--- config.mk ---
export PLATFORM = sky130hd
export DESIGN_NAME = btpr_div
export DESIGN_NICKNAME = d
export VERILOG_FILES = /design/src/sv/assert_macros.svh /design/src/sv/btpr_pkg.sv /design/src/sv/btpr_div.sv
export SDC_FILE = /design/constraint.sdc
export NUM_CORES = 1
export LEC_CHECK = 0
export BUFFER_PORTS_ARGS = -buffer_cell sky130_fd_sc_hd__buf_2
export CAP_MARGIN = 25
export CORE_ASPECT_RATIO = 0.7
export CORE_MARGIN = 2
export CORE_UTILIZATION = 40
export DETAILED_ROUTE_END_ITERATION = 6
export PLACE_DENSITY = 0.56
export REMOVE_ABC_BUFFERS = 1
export SYNTH_ARGS = -nofsm -noshare
export SYNTH_HDL_FRONTEND = slang
export SYNTH_SLANG_ARGS = --single-unit
--- constraint.sdc ---
create_clock -name clk -period 7.15 [get_ports clk]
set_clock_uncertainty 0.05 [all_clocks]
set_input_delay 0.3575 -clock clk [delete_from_list [all_inputs] [get_ports clk]]
set_output_delay 0.3575 -clock clk [all_outputs]
set_load 0.05 [all_outputs]
--- src/sv/assert_macros.svh ---
// Assertion macros shared by the blended tilt RTL.
// Needs clk and rst_n in the scope that uses them.
`ifndef ASSERT_MACROS_SVH
`define ASSERT_MACROS_SVH

// Same-cycle implication, checked outside reset.
`define BTPR_ASSERT_IMPL(name, ante, cons) \
    name: assert property (@(posedge clk) disable iff (!rst_n) (ante) |-> (cons)) \
        else $error("blended tilt: same-cycle check failed");

// Next-cycle implication, checked outside reset.
`define BTPR_ASSERT_NEXT(name, ante, cons) \
    name: assert property (@(posedge clk) disable iff (!rst_n) (ante) |=> (cons)) \
        else $error("blended tilt: next-cycle check failed");

`endif

--- src/sv/btpr_pkg.sv ---
// Shared widths, register codes, defaults and the CORDIC angle table.
// No dependencies.
`default_nettype none
package btpr_pkg;

    localparam int CFG_W      = 16;
    localparam int CFG_IDX_W  = 3;

    localparam logic [CFG_IDX_W-1:0] CFG_NOMINAL  = 3'd0;
    localparam logic [CFG_IDX_W-1:0] CFG_ERR_LOW  = 3'd1;
    localparam logic [CFG_IDX_W-1:0] CFG_ERR_HIGH = 3'd2;
    localparam logic [CFG_IDX_W-1:0] CFG_GRAV_MIN = 3'd3;
    localparam logic [CFG_IDX_W-1:0] CFG_GRAV_MAX = 3'd4;
    localparam logic [CFG_IDX_W-1:0] CFG_MIN_NORM = 3'd5;

    localparam int THR_W = 15;
    localparam int LIM_W = 16;

    localparam logic [THR_W-1:0] NOMINAL_RST  = 15'd2511;
    localparam logic [THR_W-1:0] ERR_LOW_RST  = 15'd51;
    localparam logic [THR_W-1:0] ERR_HIGH_RST = 15'd384;
    localparam logic [LIM_W-1:0] GRAV_MIN_RST = 16'd2048;
    localparam logic [LIM_W-1:0] GRAV_MAX_RST = 16'd2944;
    localparam logic [LIM_W-1:0] MIN_NORM_RST = 16'd26;

    localparam int VEC_W  = 16;
    localparam int SQ_W   = 31;
    localparam int ASUM_W = 32;
    localparam int MAG_W  = 16;
    localparam int W_W    = 13;
    localparam logic [W_W-1:0] W_ONE = 13'd4096;
    localparam int DIV_STEPS = 12;

    localparam int PROD_W = 30;
    localparam int H_W    = 29;
    localparam int HABS_W = 28;
    localparam int HSQ_W  = 56;
    localparam int HSUM_W = 57;
    localparam int NORM2_W = 32;
    localparam int NORM_SHIFT = 24;

    localparam int SQRT_A_STEPS = ASUM_W / 2;
    localparam int SQRT_H_STEPS = HSQ_W / 2;

    localparam int CORDIC_W = 40;
    localparam int Z_W      = 32;
    localparam int ANGLE_W  = 16;
    localparam int ANGLE_LIMIT = 23040;
    localparam int ATAN_ENTRIES = 24;
    localparam int CORDIC_STAGES_DEF = 16;

    typedef struct packed {
        logic le;
        logic ge;
        logic gout;
    } wflags_t;

    // atan(2^-i) in Q16 degrees.
    function automatic logic signed [Z_W-1:0] atan_q16(input int idx);
        logic signed [Z_W-1:0] v;
        case (idx)
            0:  v = 32'sd2949120;
            1:  v = 32'sd1740967;
            2:  v = 32'sd919879;
            3:  v = 32'sd466945;
            4:  v = 32'sd234379;
            5:  v = 32'sd117304;
            6:  v = 32'sd58666;
            7:  v = 32'sd29335;
            8:  v = 32'sd14668;
            9:  v = 32'sd7334;
            10: v = 32'sd3667;
            11: v = 32'sd1833;
            12: v = 32'sd917;
            13: v = 32'sd458;
            14: v = 32'sd229;
            15: v = 32'sd115;
            16: v = 32'sd57;
            17: v = 32'sd29;
            18: v = 32'sd14;
            19: v = 32'sd7;
            20: v = 32'sd4;
            21: v = 32'sd2;
            22: v = 32'sd1;
            default: v = 32'sd0;
        endcase
        return v;
    endfunction

endpackage
`default_nettype wire

--- src/sv/btpr_div.sv ---
// Pipelined restoring divider for the weight ramp: (num << Q_W) / den, num < den.
// Depends on btpr_pkg for the threshold width.
`default_nettype none
module btpr_div #(
    parameter int Q_W = 12
) (
    input  wire logic                    clk,
    input  wire logic                    en,
    input  wire logic [btpr_pkg::THR_W-1:0] num,
    input  wire logic [btpr_pkg::THR_W-1:0] den,
    output logic      [Q_W-1:0]          quot
);
    import btpr_pkg::*;

    logic [THR_W-1:0] rem_reg [Q_W];
    logic [THR_W-1:0] den_reg [Q_W];
    logic [Q_W-1:0]   q_reg   [Q_W];

    for (genvar s = 0; s < Q_W; s++)
    begin : g_step
        logic [THR_W-1:0] rem_in;
        logic [THR_W-1:0] den_in;
        logic [Q_W-1:0]   q_in;
        logic [THR_W:0]   rem_sh;
        logic [THR_W:0]   diff;

        if (s == 0)
        begin : g_first
            assign rem_in = num;
            assign den_in = den;
            assign q_in   = '0;
        end
        else
        begin : g_next
            assign rem_in = rem_reg[s-1];
            assign den_in = den_reg[s-1];
            assign q_in   = q_reg[s-1];
        end

        assign rem_sh = {rem_in, 1'b0};
        assign diff   = rem_sh - {1'b0, den_in};

        always_ff @(posedge clk)
        begin
            if (en)
            begin
                den_reg[s] <= den_in;
                if (rem_sh >= {1'b0, den_in})
                begin
                    rem_reg[s] <= diff[THR_W-1:0];
                    q_reg[s]   <= {q_in[Q_W-2:0], 1'b1};
                end
                else
                begin
                    rem_reg[s] <= rem_sh[THR_W-1:0];
                    q_reg[s]   <= {q_in[Q_W-2:0], 1'b0};
                end
            end
        end
    end

    assign quot = q_reg[Q_W-1];
endmodule
`default_nettype wire

==> out/results.ini <==
[drt]
vias = 16700
ant_nets = 0
routedWlPerCell_um = 19.3
drt_iter0_markers = 1953
routed_wl_um = 58400
dr.pass1.iters = 6
routed_via_density = 5.54
drc = 0

[cts]
htree_levels = 2
path_clk_slew_ps = 60
clock_latency_ps = 570
cts_setup_buffers = 0
root_buffer = clkbuf_16
holdBufCountCts = 15
cts.sinks = 408
cts-resized-gates = 0
cts.path.max_buffers = 3
cts_made_buffers = 44
cts_tree = done

[place]
port_buffers = 43
place_congestion = 0.915
dpl_worst_slack_ps = 3570
hpwlAfterDp_um = 43400
dpl-instance-area_um2 = 25200

[flow_run]
cap_violations = 0

[worst_hold_path]
hold_depth = 2
hold_path_class = input port to flop
hold_end = rem_reg[0][8]
worstHoldStart = num[7]

[timing]
tns_ps = 0
fin_ws_ps = 3580
hold_ws_ps = 49.5
setup_viol = 0
period_needed_ps = 3570
fmax_ghz = 0.280
worst_slew_pin_slew_ps = 921
fin_crit_sh_pct = 50.0
hold_viol = 0
rsz0062_at_grt = false
maxSlewViolCount = 0
relSlewSlack_pct = 37.0

[logic_synthesis]
syn_area_per_cell_um2 = 11.4
synth_edf_count = 406
yosysUniqueCellTypes = 75
ys_async_sr_fraction_pct = 0
yosys_warnings = 0
synthCells = 2115
synth-seq-cells = 408
synth_ff_type = edfxtp_1
syn-cell-area_um2 = 24100
ys_seq_area_share_pct = 50.8

[pwr]
seq_power_share_pct = 35.0
power_frac_clock_pct = 22.1
ir_drop_mv = 0.156
p_per_area_nw_per_um2 = 401
intPower_w = 0.00684
p_sw_w = 0.00391
comb_power_share_pct = 42.9
p_leak_nw = 10.9
p_sw_share_pct = 36.4

[grt]
grt_max_degree = 78
grt_use_total_pct = 18.5
antenna_found_initial = 4
overflow = 0
grt_pass1_wl_um = 90400
grt_pass1_vias = 15300

[critical_path]
cpLargestDelayFamily = compound AO/OA/AOI/OAI gates
critPathSlowestCell = o21a_1
end_kind = flop
max_stage_delay_ps = 700
reg2reg_slack_ps = 3580
cp_data_required_time_ps = 7420
crit_fanout = 16
crit_buf_inv = 1
timing.rr.end = rem_reg[1][2]
critPathArrivalTime_ps = 3840
r2r_start = den_reg[0][1]
path_cells = inv_1 > ha_1 > ha_1 > nand2b_1 > a211oi_1 > o21bai_1 > a221oi_1 > o21a_1 > mux2_2
crit_type = flop to flop
cpMostUsedCell = ha_1
critPathLaunchType = flop
worstRegToRegCells = 9

[floorplanning]
start_util_pct = 40.3
die-area_um2 = 62100
die_width_um = 297
ioPinCount = 44
die_h_um = 209
core_um2 = 59700
rows = 75

[cells_and_area]
diodes = 0
area.sequential_um2 = 12200
area_delta_synth_final_pct = 11.4
finish.instance_area_um2 = 26800
nets = 2401
fill_cells = 5539
multiInputGateArea_um2 = 10700
drive_gt1_share_pct = 10.3

[run_status]
status = finished clean

power by group through the flow:
| stage | sequential, W | clock (W) | combinational [W] |
|---|---|---|---|
| 5_1_grt | 0.00381 | 0.00254 | 0.00509 |
| 3_3_place_gp | 0.00381 | 0 | 0.00442 |
| 3_5_place_dp | 0.00380 | 0 | 0.00449 |
| 4_1_cts | 0.00376 | 0.00245 | 0.00453 |
| 6_report | 0.00376 | 0.00238 | 0.00461 |
| 2_1_floorplan | 0.00362 | 0 | 0.00345 |
worst register-to-register path, cell delays in order (launching register included):
cell	delay, ps
edfxtp_1	440
inv_1	90
ha_1	240
ha_1	170
nand2b_1	150
a211oi_1	340
o21bai_1	170
a221oi_1	560
o21a_1	700
mux2_2	410
Yosys cell counts (20+ instances only):
cell type	instances	share of area [%]
a211oi_1	26	0.81
a21o_1	59	1.8
a21oi_1	118	2.5
a31oi_1	28	0.73
and2_1	28	0.73
and3_1	24	0.62
clkbuf_1	41	0.64
edfxtp_1	406	51
ha_1	179	9.3
inv_1	236	3.7
mux2_2	65	3.0
mux2i_1	20	0.83
nand2_1	83	1.3
nand3_1	33	0.69
nand4_1	20	0.52
nor2_1	132	2.1
nor2b_1	33	0.86
nor3_1	43	0.89
o211ai_1	25	0.78
o21a_1	63	2.0
o21ai_0	96	2.0
xnor2_1	62	2.3
worst max path at each step:
stage / slack [ps] / cells after the start / from / end
final: 3580 / 9 / den_reg[0][1] / rem_reg[1][2]
after detailed placement: 3570 / 9 / den_reg[0][1] / rem_reg[1][5]
after CTS: 3540 / 9 / den_reg[0][1] / rem_reg[1][11]
after global routing: 3330 / 9 / den_reg[0][1] / rem_reg[1][8]
after floorplan: 4020 / 6 / rem_reg[9][9] / rem_reg[10][14]
after global placement: 3630 / 9 / den_reg[0][1] / rem_reg[1][5]
metrics by stage:
stage,util [%],cells,total power (W)
2_1_floorplan,-,2058,0.00707
3_3_place_gp,42.1,2924,0.00823
3_5_place_dp,42.2,2925,0.00829
4_1_cts,44.9,3017,0.0107
5_1_grt,44.9,3018,0.0114
6_report,44.9,3018,0.0107
layout make-up:
type,count,area share [%]
Clock buffer,53,4.23
Clock inverter,24,1.25
Inverter,237,3.32
Multi-Input combinational cell,1413,39.9
Sequential cell,408,45.6
Tap cell,808,3.77
Timing Repair Buffer,75,1.94
cells in the final DEF (no fill, tap or decap), types with 12 or more instances in the layout:
cell type	count
o21ai_0	96
o211ai_1	25
o21a_1	63
and3_1	24
nor2b_1	33
o31a_1	15
and2_1	28
a21oi_1	117
a31oi_1	28
ha_1	179
nand2b_1	13
edfxtp_1	406
nor3_1	43
o21ai_1	13
nand2_1	83
a211oi_1	26
dlygate4sd3_1	15
mux2_2	65
xor2_1	18
a21o_1	59
clkbuf_16	44
xnor2_1	62
inv_1	236
mux2i_1	20
mux2_4	18
nand3_1	33
mux2_1	12
nand4_1	20
buf_2	42
o31ai_1	18
buf_4	15
nor2_1	132
cell families after synthesis:
| group | after synthesis | synth area share, % |
|---|---|---|
| AOI/OAI and AO/OA | 567 | 16.1 |
| and+or+nand+nor | 461 | 9.63 |
| DFF | 408 | 50.8 |
| buffers and inverters | 294 | 4.75 |
| adders and majority gates | 190 | 10.2 |
| muxes | 115 | 5.56 |
| xor gates and xnor gates | 80 | 2.91 |
layer usage:
| layer | GRT usage, % | share of wire [%] |
|---|---|---|
| met1 | 32.5 | 55 |
| met4 | 3.43 | 1.3 |
| met5 | 0 | 0 |
| met2 | 22.3 | 35 |
| met3 | 3.67 | 8.3 |
(Power assumes the default switching activity.)
