`config.mk`:
```
export PLATFORM = sky130hd
export DESIGN_NAME = btpr_isqrt
export DESIGN_NICKNAME = d
export VERILOG_FILES = /design/src/sv/assert_macros.svh /design/src/sv/btpr_isqrt.sv
export SDC_FILE = /design/constraint.sdc
export NUM_CORES = 1
export LEC_CHECK = 0
export BUFFER_PORTS_ARGS = -buffer_cell sky130_fd_sc_hd__buf_2
export CORE_ASPECT_RATIO = 0.9
export CORE_MARGIN = 4
export CORE_UTILIZATION = 40
export CTS_BUF_LIST = sky130_fd_sc_hd__clkbuf_2 sky130_fd_sc_hd__clkbuf_4 sky130_fd_sc_hd__clkbuf_8
export CTS_CLUSTER_DIAMETER = 80
export CTS_CLUSTER_SIZE = 28
export DETAILED_ROUTE_END_ITERATION = 12
export REMOVE_ABC_BUFFERS = 1
export SETUP_SLACK_MARGIN = 0.1
export SLEW_MARGIN = 20
export SYNTH_ARGS = -nofsm -noshare
export SYNTH_HDL_FRONTEND = slang
export SYNTH_SLANG_ARGS = --single-unit
```
`constraint.sdc`:
```
create_clock -name clk -period 2.45 [get_ports clk]
set_input_delay 0.1225 -clock clk [delete_from_list [all_inputs] [get_ports clk]]
set_output_delay 0.1225 -clock clk [all_outputs]
set_load 0.01 [all_outputs]
```
`src/sv/assert_macros.svh`:
```
// Assertion macros shared by the blended tilt RTL.
// Needs clk and rst_n in the scope that uses them.
`ifndef ASSERT_MACROS_SVH
`define ASSERT_MACROS_SVH

// Same-cycle implication, checked outside reset.
`define BTPR_ASSERT_IMPL(name, ante, cons) \
    name: assert property (@(posedge clk) disable iff (!rst_n) (ante) |-> (cons)) \
        else $error("blended tilt: same-cycle check failed");

// Next-cycle implication, checked outside reset.
`define BTPR_ASSERT_NEXT(name, ante, cons) \
    name: assert property (@(posedge clk) disable iff (!rst_n) (ante) |=> (cons)) \
        else $error("blended tilt: next-cycle check failed");

`endif

```
`src/sv/btpr_isqrt.sv`:
```
// Pipelined integer square root, one result bit per register stage.
// Uses no package items.
`default_nettype none
module btpr_isqrt #(
    parameter int IN_W = 32
) (
    input  wire logic                clk,
    input  wire logic                en,
    input  wire logic [IN_W-1:0]     radicand,
    output logic      [IN_W/2-1:0]   root
);
    localparam int OUT_W = IN_W / 2;

    logic [IN_W-1:0]  val_reg  [OUT_W];
    logic [OUT_W+1:0] rem_reg  [OUT_W];
    logic [OUT_W-1:0] root_reg [OUT_W];

    for (genvar s = 0; s < OUT_W; s++)
    begin : g_step
        logic [IN_W-1:0]  val_in;
        logic [OUT_W+1:0] rem_in;
        logic [OUT_W-1:0] root_in;
        logic [OUT_W+1:0] rem_sh;
        logic [OUT_W+1:0] trial;

        if (s == 0)
        begin : g_first
            assign val_in  = radicand;
            assign rem_in  = '0;
            assign root_in = '0;
        end
        else
        begin : g_next
            assign val_in  = val_reg[s-1];
            assign rem_in  = rem_reg[s-1];
            assign root_in = root_reg[s-1];
        end

        // Bring down the next two radicand bits and try root*4 + 1.
        assign rem_sh = {rem_in[OUT_W-1:0], val_in[IN_W-1 -: 2]};
        assign trial  = {root_in, 2'b01};

        always_ff @(posedge clk)
        begin
            if (en)
            begin
                val_reg[s] <= val_in << 2;
                if (rem_sh >= trial)
                begin
                    rem_reg[s]  <= rem_sh - trial;
                    root_reg[s] <= {root_in[OUT_W-2:0], 1'b1};
                end
                else
                begin
                    rem_reg[s]  <= rem_sh;
                    root_reg[s] <= {root_in[OUT_W-2:0], 1'b0};
                end
            end
        end
    end

    assign root = root_reg[OUT_W-1];
endmodule
`default_nettype wire

```
==> impl_metrics.env, run 1 <==
export IMPL_cts_buffer_depth=3
export IMPL_dp_hpwl_um=39560
export IMPL_startpoint_type="flip-flop"
export IMPL_synthesis_area_mm2=0.02815
export IMPL_fin_crit_sh=1.033
export IMPL_start_util=0.4029
export IMPL_worstPathRequired_ps=2880
export IMPL_num_rows=92
export IMPL_ys_seq_area_frac=0.6396
export IMPL_htree_levels=2
export IMPL_hold_class="in -> reg"
export IMPL_finalHoldViolCount=0
export IMPL_antenna_found_initial=1
export IMPL_avgSynthCellArea_um2=13.36
export IMPL_period_needed_ps=2531
export IMPL_setup_ws_ps=-80.90
export IMPL_status="finished with violations"
export IMPL_syn_to_final_growth_pct=29.62
export IMPL_ios=50
export IMPL_leakagePower_nw=14.05
export IMPL_skew_ps=64.83
export IMPL_cts_sinks=600
export IMPL_ys_seq_elements=600
export IMPL_clk_latency_ps=670
export IMPL_largest_reg_flops=240
export IMPL_power_mw=25.51
export IMPL_cellPowerDensity_mw_per_mm2=698.9
export IMPL_drt_iter0_drc=1313
export IMPL_grt_setup_unrepaired="true"
export IMPL_synthSimpleGateAreaFrac=0.09630
export IMPL_die_h_um=259.7
export IMPL_worst_slew_pin_slew_ps=838.0
export IMPL_fp_coreArea_mm2=0.06987
export IMPL_routabilityCongestion=0.8505
export IMPL_crit_path_max_fanout=11
export IMPL_slew_headroom=0.4414
export IMPL_worst_ir_drop_vdd_mv=0.6892
export IMPL_drt_wl_total_um=59380
export IMPL_die_area_mm2=0.07470
export IMPL_overflow=0
export IMPL_grt_usage=0.1510
export IMPL_post_place_ws_ps=-221.4
export IMPL_grt_pass1_wl_um=92470
export IMPL_vias=18100
export IMPL_grt_start_max_net_pins=118
export IMPL_synth_fa_ha_area_frac=0.06799
export IMPL_ys_flop_type="edfxtp_1"
export IMPL_synth_distinct_cells=88
export IMPL_synth_compound_area_frac=0.09772
export IMPL_finalSetupViolCount=28
export IMPL_cts_clk_slew_worst_paths_ps=140
export IMPL_cap_viol_max_count=0
export IMPL_ant_nets=0
export IMPL_nNetsFinal=2802
export IMPL_cts_buffers=35
export IMPL_first_pass_iters=5
export IMPL_die_w_um=287.7
export IMPL_drive_gt1_frac=0.3606
export IMPL_synth_edf_count=599
export IMPL_dp_cells=3317
export IMPL_synth_area_mux_share=0.02151
export IMPL_wire_per_inst_um=16.60
export IMPL_critPathCaptureType="flip-flop"
export IMPL_worstPathArrival_ps=2960
export IMPL_cts_root_buf="clkbuf_8"
export IMPL_synthXorXnorAreaFrac=0.04480
export IMPL_viasPerCell=5.060
export IMPL_violations="setup timing"
export IMPL_synth_warnings=0
export IMPL_cts_tree="yes"
export IMPL_fmax_mhz=395.1
export IMPL_slew_violations=0
export IMPL_synthArstFlopShare=0
export IMPL_worstSetupPathType="reg -> reg"
export IMPL_fin_setup_tns_ps=-1058
export IMPL_synthCells=2108
export IMPL_grt_pass1_vias=17880
export IMPL_instances_no_fill=3578
export IMPL_io_buffers=49
export IMPL_synth_top_family_by_area="compound AO/OA/AOI/OAI gates"
export IMPL_drc=0
-- cell families (layout without fill, tap and decap cells) --
group,after synthesis,after routing
flip-flops,600,600
AND/OR/NAND/NOR,516,516
AO/OA/AOI/OAI,415,415
buffers and inverters,228,757
adder cells (fa/ha/maj),153,153
XOR/XNOR,144,144
multiplexers,52,52
other,0,1
-- routing by layer --
metal	share of wire	track usage	vias to the layer above	wire length [um]
li1	-	-	8834	-
met1	0.48	0.2213	8887	28560
met2	0.46	0.2401	303	27590
met3	0.034	0.01919	79	2020
met5	0	0	-	0
met4	0.021	0.03665	0	1218
-- power breakdown --
group / leakage [nW] / switching, mW / internal, mW
registers: 5.76 / 0.692 / 12.7
logic: 7.87 / 3.28 / 3.47
clock network: 0.421 / 3.48 / 1.91
total: 14.1 / 7.46 / 18.1
-- area by class of cell --
| type | count | area, um2 |
|---|---|---|
| fillers | 5818 | 33380 |
| flip-flops and latches | 600 | 18010 |
| clock inverters | 22 | 341.6 |
| diodes | 1 | 2.502 |
| multi-input cells | 1280 | 11550 |
| repair buffers | 511 | 4217 |
| well taps | 940 | 1176 |
| clock buffers | 37 | 496.7 |
| inverters | 187 | 706.9 |
-- cells in the mapped netlist, drive strengths merged (18+ instances only) --
cell	number	share of area
nor4	23	0.0056
clkbuf	25	0.0033
edfxtp	599	0.64
nor3	47	0.0095
a21oi	107	0.019
xor2	67	0.021
nand2	120	0.016
o31ai	18	0.0048
a211oi	20	0.0055
nor2b	21	0.0047
a21o	31	0.0083
or3	19	0.0044
nand2b	27	0.0060
mux2	41	0.018
nand3	29	0.0059
o21a	36	0.0096
ha	153	0.068
inv	187	0.025
o21ai	103	0.018
xnor2	77	0.024
nor2	138	0.019
-- placed cells by master (no fill, tap or decap), drive strengths merged, types with 10 or more instances in the layout --
cell type,netlist,layout
mux2i,11,11
edfxtp,599,599
o31ai,18,18
nor2b,21,21
inv,187,197
nand2,120,120
nand3,29,29
nor2,138,138
nor3,47,47
ha,153,153
buf,16,473
nor3b,10,10
nand2b,27,27
nor4,23,23
o21a,36,36
o21ai,103,103
mux2,41,41
o211ai,15,15
or3,19,19
xnor2,77,77
dlygate4sd3,0,34
nand4,16,16
a21o,31,31
clkbuf,25,41
and3,11,11
a211oi,20,20
a21oi,107,107
xor2,67,67
-- path summary, 6_finish.rpt --
check	start	to	slack (ps)	depth (start not counted)
worst max-delay path	rem_reg[1][79]	rem_reg[1][99]	-80	8
worst min-delay path	radicand[8]	val_reg[0][8]	160	2
worst max register to register	rem_reg[1][79]	rem_reg[1][99]	-80	8
worst min register to register	val_reg[1][147]	val_reg[1][179]	420	0
-- per-stage QoR --
step | utilization | hold slack [ps] | area, um2
after global placement | 0.4501 | 299.5 | 31450
after floorplan | - | 221.4 | 27950
after detailed placement | 0.4501 | 300.6 | 31450
after global routing | 0.5223 | 102.4 | 36500
final | 0.5223 | 157.2 | 36500
after CTS | 0.4907 | 71.79 | 34280
-- what timing repair did --
item	4_1_cts	5_1_grt
cloned	3	5
gates resized for setup	213	302
hold endpoints to repair	54	0
buffers inserted	77	84
pin swaps	88	112
hold buffers	34	0
setup endpoints to repair	148	178
-- worst max-delay path: stages (launching register included) --
cell and delay [ps]:
edfxtp_1 500, ha_4 320, nand2_2 50, or2_4 240, or4_4 550, nand3_4 110, a31oi_4 50, buf_12 180
mux2_4 300
No activity file was read; power rests on OpenSTA's default activity.
==> run 2: changes to the inputs <==
Settings changed: CORE_MARGIN 4 to 2.
==> impl_metrics.env, run 2 (same netlist as run 1, synthesis figures left out) <==
export IMPL_viasPerCell=5.024
export IMPL_cts_buffer_depth=3
export IMPL_worstSetupPathType="reg -> reg"
export IMPL_slew_headroom=0.4833
export IMPL_reg2reg_slack_ps=-160
export IMPL_num_rows=92
export IMPL_overflow=0
export IMPL_drt_iter0_drc=1107
export IMPL_startpoint_type="flip-flop"
export IMPL_die_h_um=255.7
export IMPL_nNetsFinal=2795
export IMPL_drive_gt1_frac=0.3449
export IMPL_worstReg2RegStart="root_reg[1][16]"
export IMPL_final_core_util=0.5198
export IMPL_mostFrequentLayoutCells="edfxtp_1, buf_4, inv_1"
export IMPL_cellPowerDensity_mw_per_mm2=687.0
export IMPL_crit_path_max_fanout=5
export IMPL_leakagePower_nw=13.97
export IMPL_io_buffers=49
export IMPL_worst_slew_pin_slew_ps=775.0
export IMPL_finalSetupViolCount=37
export IMPL_cts_clk_slew_worst_paths_ps=160
export IMPL_cts_sinks=600
export IMPL_crit_path_top_delay_cell="a2111o_1"
export IMPL_fp_coreArea_mm2=0.06987
export IMPL_worstPathRequired_ps=2910
export IMPL_hold_class="in -> reg"
export IMPL_largest_reg_flops=240
export IMPL_power_mw=24.95
export IMPL_grt_start_max_net_pins=144
export IMPL_finalHoldViolCount=0
export IMPL_min_delay_start="radicand[21]"
export IMPL_setup_ws_ps=-160.2
export IMPL_fmax_mhz=383.1
export IMPL_regArea_mm2=0.01801
export IMPL_clk_latency_ps=750
export IMPL_min_path_cells=2
export IMPL_cap_viol_max_count=0
export IMPL_wire_per_inst_um=16.53
export IMPL_routabilityCongestion=0.8548
export IMPL_period_needed_ps=2610
export IMPL_worstPathArrival_ps=3070
export IMPL_die_area_mm2=0.07253
export IMPL_syn_to_final_growth_pct=28.99
export IMPL_fin_crit_sh=1.065
export IMPL_antenna_found_initial=1
export IMPL_status="finished with violations"
export IMPL_whs_endpoint="val_reg[0][21]"
export IMPL_vias=17960
export IMPL_fill_cells=5882
export IMPL_drt_wl_total_um=59110
export IMPL_final_common_cell="edfxtp_1"
export IMPL_dp_hpwl_um=39570
export IMPL_violations="setup timing"
export IMPL_reg2reg_depth=8
export IMPL_first_pass_iters=5
export IMPL_critPathCaptureType="flip-flop"
export IMPL_crit_top_cell="o31a_1"
export IMPL_skew_ps=67.37
export IMPL_crit_chain="inv_2 > ha_4 > nor2b_4 > o31a_1 > o31a_1 > a2111o_1 > buf_6 > mux2_4"
export IMPL_worst_ir_drop_vdd_mv=0.4663
export IMPL_grt_pass1_vias=17720
export IMPL_cts_tree="yes"
export IMPL_grt_usage=0.1553
export IMPL_grt_pass1_wl_um=92200
export IMPL_cts_root_buf="clkbuf_8"
export IMPL_slew_violations=0
export IMPL_htree_levels=1
export IMPL_die_w_um=283.7
export IMPL_grt_setup_unrepaired="true"
export IMPL_r2r_end="rem_reg[1][44]"
export IMPL_drc=0
export IMPL_max_stage_delay_ps=470
export IMPL_cp_startpoint="root_reg[1][16]"
export IMPL_multi_input_area_mm2=0.01148
export IMPL_ios=50
export IMPL_start_util=0.4029
export IMPL_timing_hold_ws_ps=80.61
export IMPL_cts_buffers=31
export IMPL_ant_nets=0
[run 2: cell count changes in the layout (fill, tap and decap cells not counted), moves of 6 or more]
cell and change:
mux2_2 -7, o21ai_2 -6, o21ai_1 +6, buf_4 -25
mux2_4 +7, nand2_1 +6, clkbuf_4 +8, nand2_2 -6
dlygate4sd3_1 +17, buf_6 +7
[run 2: layer usage]
metal,global-route usage,vias up,part of all wire
li1,-,8823,-
met1,0.2267,8780,0.48
met2,0.2470,296,0.46
met3,0.02121,63,0.039
met4,0.03469,0,0.019
met5,0,-,0
[run 2: how the worst max path moves through the flow]
stage / end / depth (start not counted)
floorplan: rem_reg[1][110] / 6
global placement: rem_reg[1][93] / 8
detailed placement: rem_reg[1][98] / 8
CTS: rem_reg[1][44] / 8
global route: rem_reg[1][44] / 8
finish: rem_reg[1][44] / 8
[run 2: per-stage QoR]
stage	TNS, ps	area (um2)	std cells	setup WS [ps]
2_1_floorplan	-25230	27950	2067	-1088
3_3_place_gp	-2470	31460	3319	-127.5
3_5_place_dp	-4263	31460	3319	-187.8
4_1_cts	-1733	34640	3509	-125.3
5_1_grt	-5952	36320	3575	-211.5
6_report	-2350	36320	3575	-160.2
[run 2: worst max-delay path, delay by kind of cell, from the launching register on]
| family | cells | cell delay (ps) |
|---|---|---|
| muxes | 1 | 290 |
| buffers and inverters | 2 | 250 |
| and+or+nand+nor | 1 | 120 |
| DFF | 1 | 430 |
| adders and majority gates | 1 | 200 |
| AOI/OAI and AO/OA | 3 | 1010 |
[run 2: layout make-up]
cell class,instances,area share
sequential,600,0.4958
multi-input combinational,1280,0.3161
timing repair buffer,508,0.1169
tap,940,0.03238
inverter,187,0.01940
clock buffer,41,0.01382
clock inverter,17,0.005409
antenna,2,0.0001378
[run 2: report_power, final]
group	switching, mW	leakage [nW]	internal, mW	total [mW]
Combinational	3.25	7.85	3.50	6.76
Sequential	0.706	5.76	12.7	13.4
Clock	3.25	0.353	1.57	4.82
Total	7.21	14.0	17.7	25.0
[run 2: what timing repair did]
| action | 4_1_cts | 5_1_grt |
|---|---|---|
| setup endpoints to repair | 159 | 175 |
| resized for setup | 253 | 262 |
| cloned | 7 | 0 |
| buffers inserted | 74 | 66 |
| pin swaps | 88 | 93 |
| endpoints found under the hold margin | 198 | 0 |
| hold buffers | 51 | 0 |
==> run 3: changes to the inputs <==
Settings changed: CELL_PAD_IN_SITES_DETAIL_PLACEMENT set to 1, CELL_PAD_IN_SITES_GLOBAL_PLACEMENT set to 1, PLACE_DENSITY_LB_ADDON set to 0.1, RECOVER_POWER set to 50, SKIP_LAST_GASP set to 1.
==> impl_metrics.env, run 3 (same netlist as run 1, synthesis figures left out) <==
export IMPL_status="finished with violations"
export IMPL_violations="setup timing"
export IMPL_crit_path_end="rem_reg[1][42]"
export IMPL_htree_levels=2
export IMPL_cellPowerDensity_mw_per_mm2=703.4
export IMPL_period_needed_ps=2666
export IMPL_die_area_mm2=0.07253
export IMPL_hold_class="in -> reg"
export IMPL_gr_usage_met2=0.2921
export IMPL_grt_pass1_wl_um=103900
export IMPL_vias=18300
export IMPL_power_mw=25.90
export IMPL_mostFrequentLayoutCells="edfxtp_1, buf_4, inv_1"
export IMPL_dp_hpwl_um=45420
export IMPL_instances_no_fill=3634
export IMPL_cap_viol_max_count=0
export IMPL_worstReg2RegStart="root_reg[1][16]"
export IMPL_cts_buffers=38
export IMPL_slew_headroom=0.05069
export IMPL_grt_pass1_vias=19160
export IMPL_finalSetupViolCount=36
export IMPL_start_util=0.4029
export IMPL_cts_clk_slew_worst_paths_ps=140
export IMPL_skew_ps=61.55
export IMPL_critPathCaptureType="flip-flop"
export IMPL_worstSetupPathType="reg -> reg"
export IMPL_clk_latency_ps=690
export IMPL_cts_buffer_depth=3
export IMPL_first_pass_iters=5
export IMPL_antenna_found_initial=1
export IMPL_cp_startpoint="root_reg[1][16]"
export IMPL_worst_ir_drop_vdd_mv=0.5121
export IMPL_grt_setup_unrepaired="true"
export IMPL_fin_setup_tns_ps=-3091
export IMPL_final_common_cell="edfxtp_1"
export IMPL_drt_iter0_drc=992
export IMPL_drc=0
export IMPL_routabilityCongestion=0.8232
export IMPL_num_rows=92
export IMPL_worstPathRequired_ps=2860
export IMPL_met1_usage=0.2553
export IMPL_ios=50
export IMPL_viasPerCell=5.034
export IMPL_wire_per_inst_um=18.21
export IMPL_final_area_mm2=0.03682
export IMPL_startpoint_type="flip-flop"
export IMPL_nNetsFinal=2853
export IMPL_grt_usage=0.1783
export IMPL_setup_ws_ps=-216.3
export IMPL_met3_usage=0.01889
export IMPL_cts_sinks=600
export IMPL_worst_slew_pin_slew_ps=1424
export IMPL_timing_hold_ws_ps=132.0
export IMPL_dp_cells=3381
export IMPL_fmax_mhz=375.1
export IMPL_die_w_um=283.7
export IMPL_min_path_cells=2
export IMPL_fin_crit_sh=1.088
export IMPL_drive_gt1_frac=0.3644
export IMPL_fp_coreArea_mm2=0.06987
export IMPL_r2r_end="rem_reg[1][42]"
export IMPL_grt_start_max_net_pins=131
export IMPL_overflow=0
export IMPL_slew_violations=0
export IMPL_post_place_ws_ps=-264.3
export IMPL_die_h_um=255.7
export IMPL_crit_path_max_fanout=6
export IMPL_ant_nets=0
export IMPL_finalHoldViolCount=0
export IMPL_cts_tree="yes"
export IMPL_syn_to_final_growth_pct=30.79
export IMPL_reg2reg_depth=8
export IMPL_largest_reg_flops=240
export IMPL_leakagePower_nw=14.30
export IMPL_io_buffers=49
export IMPL_reg2reg_slack_ps=-220
export IMPL_drt_wl_total_um=66160
export IMPL_post_dp_cell_area_mm2=0.03194
export IMPL_final_core_util=0.5270
export IMPL_busiest_layer="met2"
export IMPL_cts_root_buf="clkbuf_8"
export IMPL_worstPathArrival_ps=3080
-- run 3: worst min path at each step --
stage                       from             end  slack [ps]
finish               radicand[9]   val_reg[0][9]         130
global route        radicand[29]  val_reg[0][29]          80
CTS                 radicand[29]  val_reg[0][29]          40
detailed placement   radicand[8]   val_reg[0][8]         300
global placement    radicand[20]  val_reg[0][20]         300
floorplan            radicand[0]   val_reg[0][0]         220
-- run 3: final cells by class --
class,count,area [um2]
fill,6976,33050
clock buffer,40,544.3
antenna,2,5.005
multi-input combinational,1280,11480
tap,940,1176
inverter,187,704.4
clock inverter,26,337.8
timing repair buffer,559,4572
sequential,600,18010
-- run 3: critical path, cell delays in order (launching register included) --
cell	delay, ps
edfxtp_1	440
inv_2	100
ha_4	200
nor2b_4	120
o31a_1	280
o31a_1	310
a2111o_1	480
buf_6	170
mux2_4	290
-- run 3: where the power goes --
part | internal [mW] | switching, mW | total (mW)
combinational | 3.58 | 3.42 | 6.99
clock | 1.94 | 3.61 | 5.55
sequential | 12.7 | 0.681 | 13.4
total | 18.2 | 7.71 | 25.9
-- run 3: timing repair --
item | in CTS | in global routing
resized for setup | 312 | 233
hold buffers | 34 | 0
pin swaps | 99 | 104
setup buffers | 75 | 77
endpoints found under the setup margin | 172 | 192
hold endpoints to repair | 108 | 0
gates cloned | 6 | 0
-- run 3: layer usage --
metal,vias up,routed length [um]
li1,8942,-
met1,9067,31890
met2,211,31340
met3,75,1671
met4,0,1262
met5,-,0
